**src/hdl/positional_insert_remove_list_defines.svh**
```systemverilog
// ----------------------------------------------------------------------------
// positional_insert_remove_list_defines.svh
// Assertion macros shared by the list RTL.
// ----------------------------------------------------------------------------
`ifndef POSITIONAL_INSERT_REMOVE_LIST_DEFINES_SVH
`define POSITIONAL_INSERT_REMOVE_LIST_DEFINES_SVH

// condition must hold in the same cycle
`define PIRL_ASSERT_NOW(lbl, clk, rst, cond, msg) \
   lbl: assert property (@(posedge clk) disable iff (rst) (cond)) else $error(msg);

// antecedent this cycle implies consequent next cycle
`define PIRL_ASSERT_NEXT(lbl, clk, rst, ante, cons, msg) \
   lbl: assert property (@(posedge clk) disable iff (rst) (ante) |=> (cons)) else $error(msg);

`endif

```
**src/hdl/pirl_pkg.sv**
```systemverilog
// ----------------------------------------------------------------------------
// pirl_pkg
// Shared constants and types for the positional insert/remove list.
// ----------------------------------------------------------------------------
package pirl_pkg;

   localparam int DEPTH_DEFAULT       = 1024;
   localparam int VALUE_WIDTH_DEFAULT = 32;
   localparam int GROUP_SIZE          = 32;   // cells per first-level read group

   localparam int OP_W       = 3;
   localparam int POSITION_W = 11;
   localparam int DATA_W     = 32;
   localparam int COUNT_W    = 11;
   localparam int STATUS_W   = 2;
   // internal position/count compare width, covers the largest list (4096)
   localparam int POS_W      = 13;

   localparam logic [OP_W-1:0] OP_INS_HEAD = 3'd0;
   localparam logic [OP_W-1:0] OP_INS_TAIL = 3'd1;
   localparam logic [OP_W-1:0] OP_INS_POS  = 3'd2;
   localparam logic [OP_W-1:0] OP_REM_HEAD = 3'd3;
   localparam logic [OP_W-1:0] OP_REM_TAIL = 3'd4;
   localparam logic [OP_W-1:0] OP_REM_POS  = 3'd5;
   localparam logic [OP_W-1:0] OP_READ     = 3'd6;

   localparam logic [STATUS_W-1:0] STATUS_OK    = 2'd0;
   localparam logic [STATUS_W-1:0] STATUS_FULL  = 2'd1;
   localparam logic [STATUS_W-1:0] STATUS_EMPTY = 2'd2;
   localparam logic [STATUS_W-1:0] STATUS_RANGE = 2'd3;

   typedef enum logic [1:0] {
      IDLE_S,
      EXEC_S,
      REDUCE_S
   } state_type;

   // broadcast to every cell during the execute cycle
   typedef struct packed {
      logic             shift_up;    // insert: open a hole at where
      logic             shift_down;  // remove: close the gap at where
      logic             sel_en;      // drive the cell at where onto the read tree
      logic [POS_W-1:0] where;
   } cell_ctrl_type;

endpackage

```
**src/hdl/pirl_cell.sv**
```systemverilog
// ----------------------------------------------------------------------------
// pirl_cell
// One list slot: holds a value, takes its left or right neighbor or the inserted value on a shift.
// ----------------------------------------------------------------------------
module pirl_cell import pirl_pkg::*; #(
   parameter int INDEX       = 0,
   parameter int VALUE_WIDTH = VALUE_WIDTH_DEFAULT
) (
   input  logic                   clock,
   input  cell_ctrl_type          ctrl,
   input  logic [VALUE_WIDTH-1:0] ins_value,
   input  logic [VALUE_WIDTH-1:0] left_data,
   input  logic [VALUE_WIDTH-1:0] right_data,
   output logic [VALUE_WIDTH-1:0] data,
   output logic [VALUE_WIDTH-1:0] tap
);

   localparam logic [POS_W-1:0] MY_POS = POS_W'(INDEX);

   logic [VALUE_WIDTH-1:0] data_ff;
   logic [VALUE_WIDTH-1:0] data_in;

   always_comb begin
      data_in = data_ff;
      if (ctrl.shift_up) begin
         if (MY_POS > ctrl.where) begin
            data_in = left_data;
         end else if (MY_POS == ctrl.where) begin
            data_in = ins_value;
         end
      end else if (ctrl.shift_down) begin
         if (MY_POS >= ctrl.where) begin
            data_in = right_data;
         end
      end
   end

   always_ff @(posedge clock) begin
      data_ff <= data_in;
   end

   assign data = data_ff;
   assign tap  = (ctrl.sel_en && (MY_POS == ctrl.where)) ? data_ff : '0;

endmodule

```
**config.mk**
```make
export PLATFORM = sky130hd
export DESIGN_NAME = pirl_cell
export DESIGN_NICKNAME = d
export VERILOG_FILES = /design/src/hdl/positional_insert_remove_list_defines.svh /design/src/hdl/pirl_pkg.sv /design/src/hdl/pirl_cell.sv
export SDC_FILE = /design/constraint.sdc
export NUM_CORES = 1
export LEC_CHECK = 0
export ABC_AREA = 1
export BUFFER_PORTS_ARGS = -buffer_cell sky130_fd_sc_hd__buf_2
export CAP_MARGIN = 20
export CORE_MARGIN = 4
export CORE_UTILIZATION = 32
export CTS_CLUSTER_SIZE = 25
export DETAILED_ROUTE_END_ITERATION = 10
export GPL_TIMING_DRIVEN = 1
export PLACE_DENSITY = 0.8
export SETUP_SLACK_MARGIN = 0.15
export SLEW_MARGIN = 20
export SYNTH_ARGS = -nofsm -noshare
export SYNTH_HDL_FRONTEND = slang
export SYNTH_SLANG_ARGS = --single-unit
```
**constraint.sdc**
```tcl
create_clock -name clock -period 2.1 [get_ports clock]
set_input_delay 0 -clock clock [delete_from_list [all_inputs] [get_ports clock]]
set_output_delay 0 -clock clock [all_outputs]
set_load 0.01 [all_outputs]
```
# Word level (Yosys, flattened, before mapping)
# Cells that the tools add are included.
dict set report word_totals {
  mem_bits_ro 0
  mem_bits_rw 0
  inputBits 113
  latch_bits 0
  mem_count 0
  output_inout_bits 64
  ff_bits 32
}
dict set report classes {
  bitwise 0
  reduce_logical 5
  n_eq_ne 1
  mul 0
  n_lt_le_gt_ge 2
  n_addsub 0
  div_mod_pow 0
  muxes 6
  shift 0
}
# operator n
set ops {}
lappend ops {{2-to-1 mux 32 bit} 6}
lappend ops {{>= comparator 1 x 13 -> 1 bit, first input constant} 1}
lappend ops {{> comparator 1 x 13 -> 1 bit, first input constant} 1}
lappend ops {{zero test 13 bit} 1}
lappend ops {{nonzero test 2 bit} 2}
lappend ops {{inequality test 3 x 1 -> 1 bit, second input constant} 1}
lappend ops {{AND reduction 3 bit} 1}
lappend ops {{logical AND 1 bit} 1}

# Depth between registers and ports, before layout
dict set report depth {
  depth_word 4
  ltp_mapped 6
}

# Worst setup path before layout
# Ideal clock, no wire load.
dict set report synth_timing {
  path_type {input-to-reg}
  from {input ctrl[9] in the netlist's numbering}
  to {register data_ff[0], in the netlist data[0] (enable)}
  setup_slack_ns -0.141
  n_path_buf 0
  t_arrival_ns 1.820
  required_ns 1.679
  path_stages 4
  path_cell_list {or2_1 nor2_2 nand2_1 nor2_1}
}
dict set report synth_via {
  elab_chain_cells 3
  word_cells_on_any_way 6
  classes_between {2 x order compare; 1 x eq/ne; 3 x reduce/logical}
}
# element line
set synth_lines {}
lappend synth_lines {{start: declaration} pirl_cell.sv:10} ;# input cell_ctrl_type ctrl,
lappend synth_lines {{> comparator 1 x 13 -> 1 bit, or another cell as far along} pirl_cell.sv:26} ;# if (MY_POS > ctrl.where) begin
lappend synth_lines {{inequality test 3 x 1 -> 1 bit (no line) or nonzero test 2 bit (tied branches)} -}
lappend synth_lines {{AND reduction 3 bit (no line) (*)} -}
lappend synth_lines {{end signal: assignment} pirl_cell.sv:39} ;# data_ff <= data_in;
lappend synth_lines {{end: declaration} pirl_cell.sv:20} ;# logic [VALUE_WIDTH-1:0] data_ff;
# Every way passes the cells marked *; elsewhere a longest branch is shown, timed or not.
# A chain may end at the register's enable or synchronous reset.

# Worst setup path after layout
dict set report layout_timing {
  from {input ctrl[0] in the netlist's numbering}
  to {output tap[31]}
}
dict set report layout_via {
  elab_chain_cells 3
}
# element line
set layout_lines {}
lappend layout_lines {{zero test 13 bit} pirl_cell.sv:43} ;# assign tap = (ctrl.sel_en && (MY_POS == ctrl.where)) ? data_ff : '0;
lappend layout_lines {{logical AND 1 bit} pirl_cell.sv:43}
lappend layout_lines {{2-to-1 mux 32 bit} pirl_cell.sv:43}
lappend layout_lines {{end: declaration} pirl_cell.sv:15} ;# output logic [VALUE_WIDTH-1:0] tap
# No other way between the ends.

==> impl_metrics.json <==
{
  "syn_nets": 264,
  "routed_via_count": 1529,
  "htree_levels": 2,
  "ios": 177,
  "distinct_cell_type_count_of_the_synthesized_netlist": 11,
  "antenna_violations_before_repair": 0,
  "internal_power_uw": 1030,
  "cts_sinks": 32,
  "postCtsHoldBufs": 0,
  "final_min_period_ps": 1400,
  "route.antenna.remaining_nets": 0,
  "hold_ws_ps": 25.2,
  "grt_util_all_layers": 0.134,
  "crit_required_ps": 2100,
  "std_cell_rows": 26,
  "syn_area_per_cell_um2": 11.8,
  "power.net_switching_uw": 254,
  "power.density_cell_area_mw_per_mm2": 482,
  "result_of_the_run": "finished clean",
  "die-height_um": 82.7,
  "post-route-period-util": 0.667,
  "post_route_cells_drive_above_1_share": 0.728,
  "cts_tree": "built",
  "cts.root.buffer_cell": "clkbuf_8",
  "power.combinational.fraction": 0.115,
  "first_pass_iters": 4,
  "dieWidth_um": 82.7,
  "timing.setup.tns_ps": 0,
  "post_synth_inst_count": 151,
  "syn_to_final_growth_pct": 48.9,
  "area_of_the_multi_input_gates_um2": 653,
  "hold-path-cell-count": 2,
  "final_core_utilization": 0.504,
  "seq_power_share": 0.553,
  "yosys_register_bits": 32,
  "globalRoute.totalOverflow": 0,
  "worst-endpoint-arrival_ps": 1400,
  "cts_setup_buffers": 0,
  "synth_seq_area_share": 0.539,
  "avgRoutedWirePerCell_um": 12.7,
  "timing.final.hold_violations": 0,
  "critical_path.endpoint_type": "output pin",
  "cts_resized": 0,
  "placement.io_buffers": 144,
  "post-dp-hpwl_um": 3840,
  "grt_first_pass_wirelength_um": 6710,
  "clockBufferDepth": 2,
  "maxCapViolCount": 0,
  "largest_register_ffs": 32,
  "power.ir.vdd_worst_v": 0.000251,
  "fillers": 510,
  "slew_viol_final": 0,
  "clk_pin_slew_worst_paths_ps": 60,
  "floorplan.initialDensity": 0.339,
  "grt_start_max_net_pins": 33,
  "grt_pass1_vias": 1483,
  "setup_viol": 0,
  "drt_iter0_markers": 42,
  "setup.worst_path.class": "input pin to output pin",
  "cts_buffers": 5,
  "placeableCoreArea_mm2": 0.00527,
  "synthesis.yosys.warnings": 0,
  "hp-start": "right_data[7]",
  "max_slew_margin": 0.585,
  "max_freq_ghz": 0.714,
  "seq_area_um2": 961,
  "rsz0062_at_grt": "no",
  "die_area_mm2": 0.00683,
  "syn-cell-area_mm2": 0.00178,
  "static-leakage-power_uw": 0.00135,
  "place.gp.congestion": 0.790,
  "route.final.wire_length_um": 4690,
  "antenna-diode-count": 0,
  "path_max_fanout": 32,
  "min-delay-path-class": "input pin to flop",
  "sw_frac_of_total": 0.199,
  "mostFrequentLayoutCells": "144 x buf_2, 33 x inv_1, 32 x mux2_2, 32 x edfxtp_1, 28 x nor2_2",
  "crit_path_start_kind": "input pin",
  "layout.cells.most_common": "buf_2",
  "drc": 0,
  "power.share.clock": 0.332,
  "whs_endpoint": "data[7]$_DFFE_PP_",
  "worst-slew-pin-transition_ps": 622,
  "nNetsFinal": 411,
  "drt-vias-per-instance": 4.15
}
-- worst max-delay path, cell delays in order --
cell and delay (ps):
buf_2 100, nor2_1 100, nand2_1 50, nor2_1 240
nand3_4 510, nor2_1 230, buf_2 160
-- power by group through the flow --
stage / Clock (uW) / Combinational [uW] / Sequential [uW]
2_1_floorplan: 0 / 66.9 / 721
3_3_place_gp: 0 / 143 / 721
3_5_place_dp: 0 / 150 / 721
4_1_cts: 449 / 151 / 707
5_1_grt: 485 / 163 / 707
6_report: 425 / 148 / 708
-- how the worst max path moves through the flow --
stage,from,endpoint
floorplan,ctrl[9],data[0]$_DFFE_PP_
global placement,ctrl[9],tap[31]
detailed placement,ctrl[0],tap[17]
CTS,ctrl[0],tap[17]
global route,ctrl[0],tap[4]
finish,ctrl[0],tap[31]
-- area by class of cell --
type | instances | area share
sequential | 32 | 0.362
timing repair buffer | 147 | 0.284
multi-input combinational | 79 | 0.246
inverter | 33 | 0.0466
tap | 70 | 0.0330
clock buffer | 5 | 0.0259
clock inverter | 2 | 0.00282
-- cells in the mapped netlist --
master / instances / area [um2]
inv_1: 33 / 124
nand3_4: 1 / 17.5
or2_1: 1 / 6.26
edfxtp_1: 32 / 961
nor2_4: 3 / 33.8
mux2_2: 32 / 360
buf_2: 4 / 20.0
nor2_2: 28 / 175
buf_6: 3 / 33.8
nand2_1: 4 / 15.0
nor2_1: 10 / 37.5
-- cell families after synthesis --
| family | synth area share |
|---|---|
| buffers and inverters | 0.0996 |
| flip-flops | 0.539 |
| multiplexers | 0.202 |
| AND/OR/NAND/NOR | 0.160 |
-- stage by stage --
step	std cells	cell area (um2)	total power [uW]	worst slack, ps
6_report	368	2660	1280	699
4_1_cts	368	2660	1310	682
5_1_grt	368	2660	1360	545
3_5_place_dp	361	2580	871	681
2_1_floorplan	151	1790	788	380
3_3_place_gp	361	2580	864	753
-- layer usage --
metal  up-vias  part of all wire  track usage
met1       685              0.33        0.127
li1        774                 -            -
met2        68              0.57        0.266
met4         0            0.0087       0.0539
met5         -                 0            0
met3         2             0.089       0.0369
No activity file was read; power rests on OpenSTA's default activity.
